===== config.mk =====
export PLATFORM = sky130hd
export DESIGN_NAME = gregorian_day_difference_core_flat
export DESIGN_NICKNAME = d
export VERILOG_FILES = /design/src/gdd_pkg.sv /design/src/gdd_in_if.sv /design/src/gdd_out_if.sv /design/src/gdd_datapath.sv /design/src/gdd_ctrl.sv /design/src/gregorian_day_difference_core.sv /design/src/flat_wrapper.sv
export VERILOG_INCLUDE_DIRS = /design/src /design/src/src
export SDC_FILE = /design/constraint.sdc
export NUM_CORES = 1
export LEC_CHECK = 0
export BUFFER_PORTS_ARGS = -buffer_cell sky130_fd_sc_hd__buf_2
export CAP_MARGIN = 20
export CORE_MARGIN = 8
export CORE_UTILIZATION = 25
export CTS_BUF_LIST = sky130_fd_sc_hd__clkbuf_2
export DETAILED_ROUTE_END_ITERATION = 10
export SLEW_MARGIN = 25
export SYNTH_ARGS = -nofsm -noshare
export SYNTH_HDL_FRONTEND = slang
export SYNTH_SLANG_ARGS = --single-unit

===== constraint.sdc =====
create_clock -name clk -period 10.7 [get_ports clk]
set_clock_uncertainty 0.15 [all_clocks]
set_input_delay 0.535 -clock clk [delete_from_list [all_inputs] [get_ports clk]]
set_output_delay 0.535 -clock clk [all_outputs]
set_load 0.01 [all_outputs]

===== src/assert_macros.svh =====
// Assertion macros used by the day difference controller.
`ifndef ASSERT_MACROS_SVH
`define ASSERT_MACROS_SVH
`ifndef SYNTHESIS
`define GDD_ASSERT(lbl, clk, rst_n, prop) \
	lbl: assert property (@(posedge clk) disable iff (!rst_n) prop) \
		else $error("%m: check failed");
`define GDD_ASSERT_NEVER(lbl, clk, rst_n, cond) \
	lbl: assert property (@(posedge clk) disable iff (!rst_n) !(cond)) \
		else $error("%m: forbidden condition seen");
`else
`define GDD_ASSERT(lbl, clk, rst_n, prop)
`define GDD_ASSERT_NEVER(lbl, clk, rst_n, cond)
`endif
`endif


===== src/gdd_pkg.sv =====
// Types, constants and calendar helpers for the day difference block.
package gdd_pkg;

	localparam int DAY_W   = 5;
	localparam int MONTH_W = 4;
	localparam int YEAR_W  = 14;
	localparam int COUNT_W = 22;
	localparam int QUO_W   = 8;

	localparam logic [COUNT_W-1:0] COUNT_MAX = {COUNT_W{1'b1}};

	// Reciprocal of 100 scaled by 2^19; exact floor for every 14-bit year.
	localparam logic [12:0] RECIP_100 = 13'd5243;
	localparam int          RECIP_SH  = 19;

	localparam logic [MONTH_W-1:0] MONTH_JAN = 4'd1;
	localparam logic [MONTH_W-1:0] MONTH_FEB = 4'd2;
	localparam logic [MONTH_W-1:0] MONTH_DEC = 4'd12;
	localparam logic [DAY_W-1:0]   DAY_FIRST = 5'd1;

	typedef enum logic [1:0] {
		RES_BAD,
		RES_SHORT,
		RES_WALK
	} res_kind_t;

	typedef struct packed {
		logic      load_in;
		logic      mul_en;
		logic      mul_end;
		logic      init_walk;
		logic      step;
		logic      load_out;
		res_kind_t kind;
	} cmd_t;

	typedef struct packed {
		logic bad;
		logic earlier;
		logic at_end;
		logic sat;
		logic out_free;
	} sts_t;

	function automatic logic [DAY_W-1:0] month_len(input logic [MONTH_W-1:0] m,
			input logic leap);
		logic [DAY_W-1:0] n;
		unique case (m)
			4'd1, 4'd3, 4'd5, 4'd7, 4'd8, 4'd10, 4'd12: n = 5'd31;
			4'd4, 4'd6, 4'd9, 4'd11:                     n = 5'd30;
			4'd2:                                        n = leap ? 5'd29 : 5'd28;
			default:                                     n = 5'd0;
		endcase
		return n;
	endfunction

endpackage


===== src/gdd_in_if.sv =====
// Input channel: two dates and the include-end-day flag.
interface gdd_in_if;
	logic                        valid;
	logic                        ready;
	logic [gdd_pkg::DAY_W-1:0]   start_day;
	logic [gdd_pkg::MONTH_W-1:0] start_month;
	logic [gdd_pkg::YEAR_W-1:0]  start_year;
	logic [gdd_pkg::DAY_W-1:0]   end_day;
	logic [gdd_pkg::MONTH_W-1:0] end_month;
	logic [gdd_pkg::YEAR_W-1:0]  end_year;
	logic                        count_end_day;

	modport source (output valid, start_day, start_month, start_year, end_day, end_month,
		end_year, count_end_day, input ready);
	modport sink (input valid, start_day, start_month, start_year, end_day, end_month,
		end_year, count_end_day, output ready);
endinterface


===== src/gdd_out_if.sv =====
// Output channel: day count and invalid-date flag.
interface gdd_out_if;
	logic                        valid;
	logic                        ready;
	logic [gdd_pkg::COUNT_W-1:0] day_count;
	logic                        bad_date;

	modport source (output valid, day_count, bad_date, input ready);
	modport sink (input valid, day_count, bad_date, output ready);
endinterface


===== src/gdd_datapath.sv =====
// Datapath: input word latch, leap-year unit, calendar walk and output register.
module gdd_datapath (
	input  logic          clk,
	input  logic          arst_n,
	gdd_in_if.sink        in_ch,
	gdd_out_if.source     out_ch,
	input  gdd_pkg::cmd_t cmd,
	output gdd_pkg::sts_t sts
);
	import gdd_pkg::*;

	logic [DAY_W-1:0]   sd_q, ed_q;
	logic [MONTH_W-1:0] sm_q, em_q;
	logic [YEAR_W-1:0]  sy_q, ey_q;
	logic               inc_q;

	logic [QUO_W-1:0]   quo_q;
	logic [DAY_W-1:0]   wd_q;
	logic [MONTH_W-1:0] wm_q;
	logic [YEAR_W-1:0]  wy_q;
	logic [1:0]         y4_q;
	logic [6:0]         y100_q;
	logic [1:0]         cent_q;
	logic [COUNT_W-1:0] step_q;

	logic               out_valid_q;
	logic [COUNT_W-1:0] out_count_q;
	logic               out_bad_q;

	logic [YEAR_W-1:0]    mul_in;
	logic [YEAR_W+12:0]   product;
	logic [YEAR_W-1:0]    quo_x100;
	logic [YEAR_W-1:0]    rem_full;
	logic                 leap_walk, leap_end;
	logic [DAY_W-1:0]     len_walk, len_end;
	logic                 start_ok, end_ok;
	logic [COUNT_W:0]     count_sum;

	assign mul_in   = cmd.mul_end ? ey_q : sy_q;
	assign product  = mul_in * RECIP_100;
	// Multiply by 100 as shifts: 64 + 32 + 4.
	assign quo_x100 = YEAR_W'({quo_q, 6'd0}) + YEAR_W'({quo_q, 5'd0}) + YEAR_W'({quo_q, 2'd0});
	assign rem_full = sy_q - quo_x100;

	assign leap_walk = (y4_q == 2'd0) && ((y100_q != 7'd0) || (cent_q == 2'd0));
	assign leap_end  = (ey_q[1:0] == 2'd0) && ((ey_q != quo_x100) || (quo_q[1:0] == 2'd0));
	assign len_walk  = month_len(wm_q, leap_walk);
	assign len_end   = month_len(em_q, leap_end);
	assign start_ok  = (len_walk != '0) && (wd_q != '0) && (wd_q <= len_walk);
	assign end_ok    = (len_end != '0) && (ed_q != '0) && (ed_q <= len_end);

	assign sts.bad      = !(start_ok && end_ok);
	assign sts.earlier  = {sy_q, sm_q, sd_q} < {ey_q, em_q, ed_q};
	assign sts.at_end   = {wy_q, wm_q, wd_q} == {ey_q, em_q, ed_q};
	assign sts.sat      = step_q == COUNT_MAX;
	assign sts.out_free = !out_valid_q || out_ch.ready;

	assign count_sum = {1'b0, step_q} + {{COUNT_W{1'b0}}, inc_q};

	always_ff @(posedge clk) begin
		if (cmd.load_in) begin
			sd_q  <= in_ch.start_day;
			sm_q  <= in_ch.start_month;
			sy_q  <= in_ch.start_year;
			ed_q  <= in_ch.end_day;
			em_q  <= in_ch.end_month;
			ey_q  <= in_ch.end_year;
			inc_q <= in_ch.count_end_day;
		end
		if (cmd.mul_en) begin
			quo_q <= product[RECIP_SH +: QUO_W];
		end
		if (cmd.init_walk) begin
			// quo_q still holds the start year's quotient here.
			wd_q   <= sd_q;
			wm_q   <= sm_q;
			wy_q   <= sy_q;
			y4_q   <= sy_q[1:0];
			y100_q <= rem_full[6:0];
			cent_q <= quo_q[1:0];
			step_q <= '0;
		end else if (cmd.step) begin
			step_q <= step_q + 1'b1;
			if (wd_q == len_walk) begin
				wd_q <= DAY_FIRST;
				if (wm_q == MONTH_DEC) begin
					wm_q <= MONTH_JAN;
					wy_q <= wy_q + 1'b1;
					y4_q <= y4_q + 1'b1;
					if (y100_q == 7'd99) begin
						y100_q <= '0;
						cent_q <= cent_q + 1'b1;
					end else begin
						y100_q <= y100_q + 1'b1;
					end
				end else begin
					wm_q <= wm_q + 1'b1;
				end
			end else begin
				wd_q <= wd_q + 1'b1;
			end
		end
		if (cmd.load_out) begin
			unique case (cmd.kind)
				RES_BAD: begin
					out_count_q <= '0;
					out_bad_q   <= 1'b1;
				end
				RES_SHORT: begin
					out_count_q <= {{(COUNT_W-1){1'b0}}, inc_q};
					out_bad_q   <= 1'b0;
				end
				default: begin
					out_count_q <= count_sum[COUNT_W] ? COUNT_MAX : count_sum[COUNT_W-1:0];
					out_bad_q   <= 1'b0;
				end
			endcase
		end
	end

	always_ff @(posedge clk or negedge arst_n) begin
		if (!arst_n) begin
			out_valid_q <= 1'b0;
		end else if (cmd.load_out) begin
			out_valid_q <= 1'b1;
		end else if (out_ch.ready) begin
			out_valid_q <= 1'b0;
		end
	end

	assign out_ch.valid     = out_valid_q;
	assign out_ch.day_count = out_count_q;
	assign out_ch.bad_date  = out_bad_q;

endmodule


===== src/gdd_ctrl.sv =====
// Controller: sequences latch, leap setup, date check, walk and result hand-off.
`include "assert_macros.svh"
module gdd_ctrl (
	input  logic          clk,
	input  logic          arst_n,
	input  logic          in_valid,
	output logic          in_ready,
	input  gdd_pkg::sts_t sts,
	output gdd_pkg::cmd_t cmd
);
	import gdd_pkg::*;

	typedef enum logic [2:0] {
		ST_IDLE,
		ST_DIVS,
		ST_DIVE,
		ST_CHECK,
		ST_WALK,
		ST_FINISH
	} state_t;

	state_t    state_q;
	res_kind_t kind_q;

	assign in_ready = state_q == ST_IDLE;

	always_comb begin
		cmd           = '0;
		cmd.kind      = kind_q;
		cmd.load_in   = (state_q == ST_IDLE) && in_valid;
		cmd.mul_en    = (state_q == ST_DIVS) || (state_q == ST_DIVE);
		cmd.mul_end   = state_q == ST_DIVE;
		cmd.init_walk = state_q == ST_DIVE;
		cmd.step      = (state_q == ST_WALK) && !sts.at_end && !sts.sat;
		cmd.load_out  = (state_q == ST_FINISH) && sts.out_free;
	end

	always_ff @(posedge clk or negedge arst_n) begin
		if (!arst_n) begin
			state_q <= ST_IDLE;
			kind_q  <= RES_BAD;
		end else begin
			unique case (state_q)
				ST_IDLE: begin
					if (in_valid) state_q <= ST_DIVS;
				end
				ST_DIVS: state_q <= ST_DIVE;
				ST_DIVE: state_q <= ST_CHECK;
				ST_CHECK: begin
					if (sts.bad) begin
						kind_q  <= RES_BAD;
						state_q <= ST_FINISH;
					end else if (!sts.earlier) begin
						kind_q  <= RES_SHORT;
						state_q <= ST_FINISH;
					end else begin
						kind_q  <= RES_WALK;
						state_q <= ST_WALK;
					end
				end
				ST_WALK: begin
					if (sts.at_end || sts.sat) state_q <= ST_FINISH;
				end
				ST_FINISH: begin
					if (sts.out_free) state_q <= ST_IDLE;
				end
				default: state_q <= ST_IDLE;
			endcase
		end
	end

	// A word is taken only after the previous result has been handed to the output register.
	`GDD_ASSERT(a_load_then_mul, clk, arst_n, cmd.load_in |=> cmd.mul_en && !cmd.mul_end)
	`GDD_ASSERT(a_walk_only_valid, clk, arst_n, cmd.step |-> (kind_q == RES_WALK))
	`GDD_ASSERT_NEVER(a_no_accept_busy, clk, arst_n, cmd.load_in && (cmd.step || cmd.load_out))
	`GDD_ASSERT(a_out_after_finish, clk, arst_n, cmd.load_out |=> in_ready)

endmodule


===== src/gregorian_day_difference_core.sv =====
// Top level: Gregorian day difference between two dates by a day-by-day walk.
// The walk counts N, the days between the dates, one step per day,
// capped at 4194303; invalid or non-increasing date pairs skip the walk.
// Input words are accepted only in idle, after the previous word's walk has finished.
// A new input word is taken while the previous result waits in the output register.
// Reset (arst_n low, asynchronous) returns the controller to idle and drops out valid.
module gregorian_day_difference_core (
	input  logic      clk,
	input  logic      arst_n,
	gdd_in_if.sink    in_ch,
	gdd_out_if.source out_ch
);
	import gdd_pkg::*;

	cmd_t cmd;
	sts_t sts;

	gdd_ctrl u_ctrl (
		.clk      (clk),
		.arst_n   (arst_n),
		.in_valid (in_ch.valid),
		.in_ready (in_ch.ready),
		.sts      (sts),
		.cmd      (cmd)
	);

	gdd_datapath u_datapath (
		.clk    (clk),
		.arst_n (arst_n),
		.in_ch  (in_ch),
		.out_ch (out_ch),
		.cmd    (cmd),
		.sts    (sts)
	);

endmodule

===== src/flat_wrapper.sv =====
// flat-port wrapper written by rule: the top's interface ports become plain ports
module gregorian_day_difference_core_flat import gdd_pkg::*;
  (clk, arst_n, in_ch_valid, in_ch_start_day, in_ch_start_month, in_ch_start_year, in_ch_end_day, in_ch_end_month, in_ch_end_year, in_ch_count_end_day, in_ch_ready, out_ch_valid, out_ch_day_count, out_ch_bad_date, out_ch_ready);
  gdd_in_if in_ch_i ();
  gdd_out_if out_ch_i ();
  input  logic clk;
  input  logic arst_n;
  input wire logic [$bits(in_ch_i.valid)-1:0] in_ch_valid;
  input wire logic [$bits(in_ch_i.start_day)-1:0] in_ch_start_day;
  input wire logic [$bits(in_ch_i.start_month)-1:0] in_ch_start_month;
  input wire logic [$bits(in_ch_i.start_year)-1:0] in_ch_start_year;
  input wire logic [$bits(in_ch_i.end_day)-1:0] in_ch_end_day;
  input wire logic [$bits(in_ch_i.end_month)-1:0] in_ch_end_month;
  input wire logic [$bits(in_ch_i.end_year)-1:0] in_ch_end_year;
  input wire logic [$bits(in_ch_i.count_end_day)-1:0] in_ch_count_end_day;
  output wire logic [$bits(in_ch_i.ready)-1:0] in_ch_ready;
  output wire logic [$bits(out_ch_i.valid)-1:0] out_ch_valid;
  output wire logic [$bits(out_ch_i.day_count)-1:0] out_ch_day_count;
  output wire logic [$bits(out_ch_i.bad_date)-1:0] out_ch_bad_date;
  input wire logic [$bits(out_ch_i.ready)-1:0] out_ch_ready;
  assign in_ch_i.valid = in_ch_valid;
  assign in_ch_i.start_day = in_ch_start_day;
  assign in_ch_i.start_month = in_ch_start_month;
  assign in_ch_i.start_year = in_ch_start_year;
  assign in_ch_i.end_day = in_ch_end_day;
  assign in_ch_i.end_month = in_ch_end_month;
  assign in_ch_i.end_year = in_ch_end_year;
  assign in_ch_i.count_end_day = in_ch_count_end_day;
  assign in_ch_ready = in_ch_i.ready;
  assign out_ch_valid = out_ch_i.valid;
  assign out_ch_day_count = out_ch_i.day_count;
  assign out_ch_bad_date = out_ch_i.bad_date;
  assign out_ch_i.ready = out_ch_ready;
  gregorian_day_difference_core u_core (.clk(clk), .arst_n(arst_n), .in_ch(in_ch_i), .out_ch(out_ch_i));
endmodule

==> impl_metrics.tcl <==
set metrics [dict create \
    drv_cap 0 \
    dieHeight_um 230 \
    firstDrtPassIters 5 \
    hold_path.class "in -> reg" \
    via_count 8162 \
    end_kind "flip-flop" \
    drc_errors 0 \
    detail-route-antenna-nets 0 \
    max_stage_delay_ns 0.55 \
    wl_per_cell_um 14.6 \
    cp_top_family "adder cells" \
    place_congestion 0.871 \
    rows 78 \
    cts_sinks 140 \
    slew_viol_final 0 \
    cts-buffers-inserted 17 \
    synthCells 1125 \
    worst-path-max-fanout 49 \
    syn_nets 1402 \
    ios 76 \
    dieArea_um2 52900 \
    yosysWarningCount 0 \
    fmax_mhz 152 \
    synth.area.top_cells "edfxtp_1 29%, ha_1 17%, fa_1 12%" \
    cts-root-buf "clkbuf_2" \
    clock_path_buffers 2 \
    routed_wl_um 27100 \
    cts_post_setup_buffers_inserted 0 \
    crit_required_ns 11.14 \
    placed_cell_area_um2 12500 \
    grt_pass1_wl_um 44200 \
    design_area_um2 13200 \
    worstMarginPinSlew_ns 0.976 \
    coreArea_um2 45300 \
    drtIter0Drc 409 \
    clk-insertion-delay-late_ns 0.84 \
    grt_max_degree 56 \
    syn_area_per_cell_um2 10.2 \
    path_buf_inv 6 \
    setup-violations-final 0 \
    syn-cell-area_um2 11400 \
    slew-limit-headroom_pct 34.8 \
    mostFrequentLayoutCells "169 x inv_1, 158 x ha_1, 112 x edfxtp_1, 94 x nand2_1, 75 x buf_2" \
    io_buffers 75 \
    grt.overflow.total 0 \
    ys_async_sr_fraction_pct 4.29 \
    synth_top_area_share_pct 29.4 \
    synth_edf_count 112 \
    status "complete, no violations" \
    nets 1522 \
    dp_hpwl_um 21900 \
    antenna_found_initial 1 \
    synth_area_leader_cell "edfxtp_1" \
    rsz0062_at_grt "false" \
    drive_gt1_share_pct 9.70 \
    grt_pass1_vias 8546 \
    ys_ff_latch 140 \
    setup_tns_ns 0 \
    cts_tree "done" \
    finalHoldViolations 0 \
    cts_htree_levels 4 \
    die_width_um 230 \
    routed_via_density 4.39 \
    synthFlopType "edfxtp_1" \
    slowest_stage "mux2i_1" \
    path_class "reg -> reg" \
    final_common_cell "inv_1" \
    start_kind "flip-flop" \
    yosysSeqAreaShare_pct 34.5 \
    start_util_pct 25.3 \
    track_usage_pct 10.5 \
    areaGrowthSynthToFinish_pct 15.7 \
    timing.final.crit_period_ns 6.59 \
    finalCritPeriodShare_pct 61.6 \
    cp.arrival_ns 7.03 \
    cp_cell_sequence "nor2_1 -> nand2_2 -> buf_4 -> mux2i_1 -> inv_1 -> ha_1 -> inv_1 -> fa_1 -> inv_1 -> fa_1 -> inv_1 -> fa_1 -> fa_1 -> inv_1 -> ha_1 -> nand2_1 -> o21ai_0 -> nand3_1 -> a31o_2 -> o221ai_1 -> a21oi_1 -> xnor2_1" \
    path_common_cell "inv_1" \
    synth_cell_types 61 \
    path_clk_slew_ns 0.26 \
]
## through the flow
step                      worst slack [ns]  hold WS, ns  cells  util, %
after floorplan                       4.85       0.0894   1125        -
after global placement                4.17        0.219   1775     27.6
after detailed placement              4.17        0.224   1775     27.6
after CTS                             4.09        0.140   1858     29.2
after global routing                  3.67        0.141   1859     29.2
final                                 4.11        0.273   1859     29.2
## metal layers
metal  vias up  share of wire, %  global-route usage (%)
met5         -                 0                       0
met4         0               2.6                    3.84
met3        34               4.0                    2.25
met2       137                48                    17.9
met1      3881                45                    12.8
li1       4110                 -                       -
## registers in the layout (all words and copies together) (netlist names)
register and count:
u_core.u_datapath.wd_q 5, u_core.u_datapath.ey_q 14, u_core.u_datapath.sd_q 5, u_core.u_datapath.em_q 4
u_core.u_ctrl.kind_q 2, u_core.u_datapath.ed_q 5, u_core.u_datapath.out_ch.bad_date 1, u_core.u_ctrl.state_q 3
u_core.u_datapath.sy_q 14, u_core.u_datapath.quo_q 8, u_core.u_datapath.y4_q 2, u_core.u_datapath.y100_q 7
u_core.u_datapath.out_ch.day_count 22, u_core.u_datapath.wm_q 4, u_core.u_datapath.sm_q 4, u_core.u_datapath.inc_q 1
u_core.u_datapath.step_q 22, u_core.u_datapath.cent_q 2, u_core.u_datapath.out_ch.valid 1, u_core.u_datapath.wy_q 14
## logic make-up (layout without fill, tap and decap cells)
logic type | Yosys count | after routing | share of synthesized area, %
mux | 15 | 15 | 1.32
other cells | 0 | 1 | 0
buf+inv | 198 | 331 | 6.67
simple gates | 275 | 275 | 11.5
fa+ha+maj | 226 | 226 | 29.2
compound gates | 167 | 167 | 8.80
flops | 140 | 140 | 34.5
xor+xnor | 104 | 104 | 7.96
## cell usage after synthesis (all sizes together), types with 4 or more instances
master / n
xor2: 50
a21oi: 59
a31oi: 6
o211ai: 6
fa: 68
or3: 9
nand4: 15
and3: 10
nor3: 20
and4: 4
a21o: 13
nand3: 32
inv: 169
dfxtp: 22
ha: 158
o21ai: 45
buf: 8
nor4: 11
o31ai: 4
or4: 4
nand2: 95
clkbuf: 21
o22ai: 4
dfrtp: 6
mux2i: 14
a211oi: 8
nor2b: 6
xnor2: 54
edfxtp: 112
nor2: 56
## area by class of cell
| cell class | instances | area [um^2] |
|---|---|---|
| Multi-Input combinational cell | 787 | 6750 |
| Clock inverter | 15 | 158 |
| Fill cell | 4755 | 32000 |
| Antenna cell | 1 | 2.50 |
| Clock buffer | 17 | 85.1 |
| Sequential cell | 140 | 3950 |
| Timing Repair Buffer | 130 | 916 |
| Tap cell | 600 | 751 |
| Inverter | 169 | 634 |
## what timing repair did
item / in CTS / in global routing
endpoints found under the hold margin: 57 / 0
setup endpoints to repair: 0 / 0
resized for setup: 0 / 0
hold buffers: 51 / 0
## worst paths after layout
path / startpoint / end / slack (ns) / cells past startpoint
worst max register to register: u_core.u_ctrl.state_q[2] / u_core.u_datapath.quo_q[6] / 4.11 / 22
worst min-delay path: in_ch_start_year[3] / u_core.u_datapath.sy_q[3] / 0.27 / 2
min in group asynchronous: arst_n / u_core.u_ctrl.kind_q[1] / 0.43 / 3
max in group asynchronous: arst_n / u_core.u_datapath.out_ch.valid / 9.68 / 3
worst max-delay path: u_core.u_ctrl.state_q[2] / u_core.u_datapath.quo_q[6] / 4.11 / 22
worst min register to register: u_core.u_datapath.step_q[4] / u_core.u_datapath.step_q[4] / 0.40 / 2
Power is not shown: default switching activity piles up to over one toggle a cycle in this logic, so the estimate is an artifact.
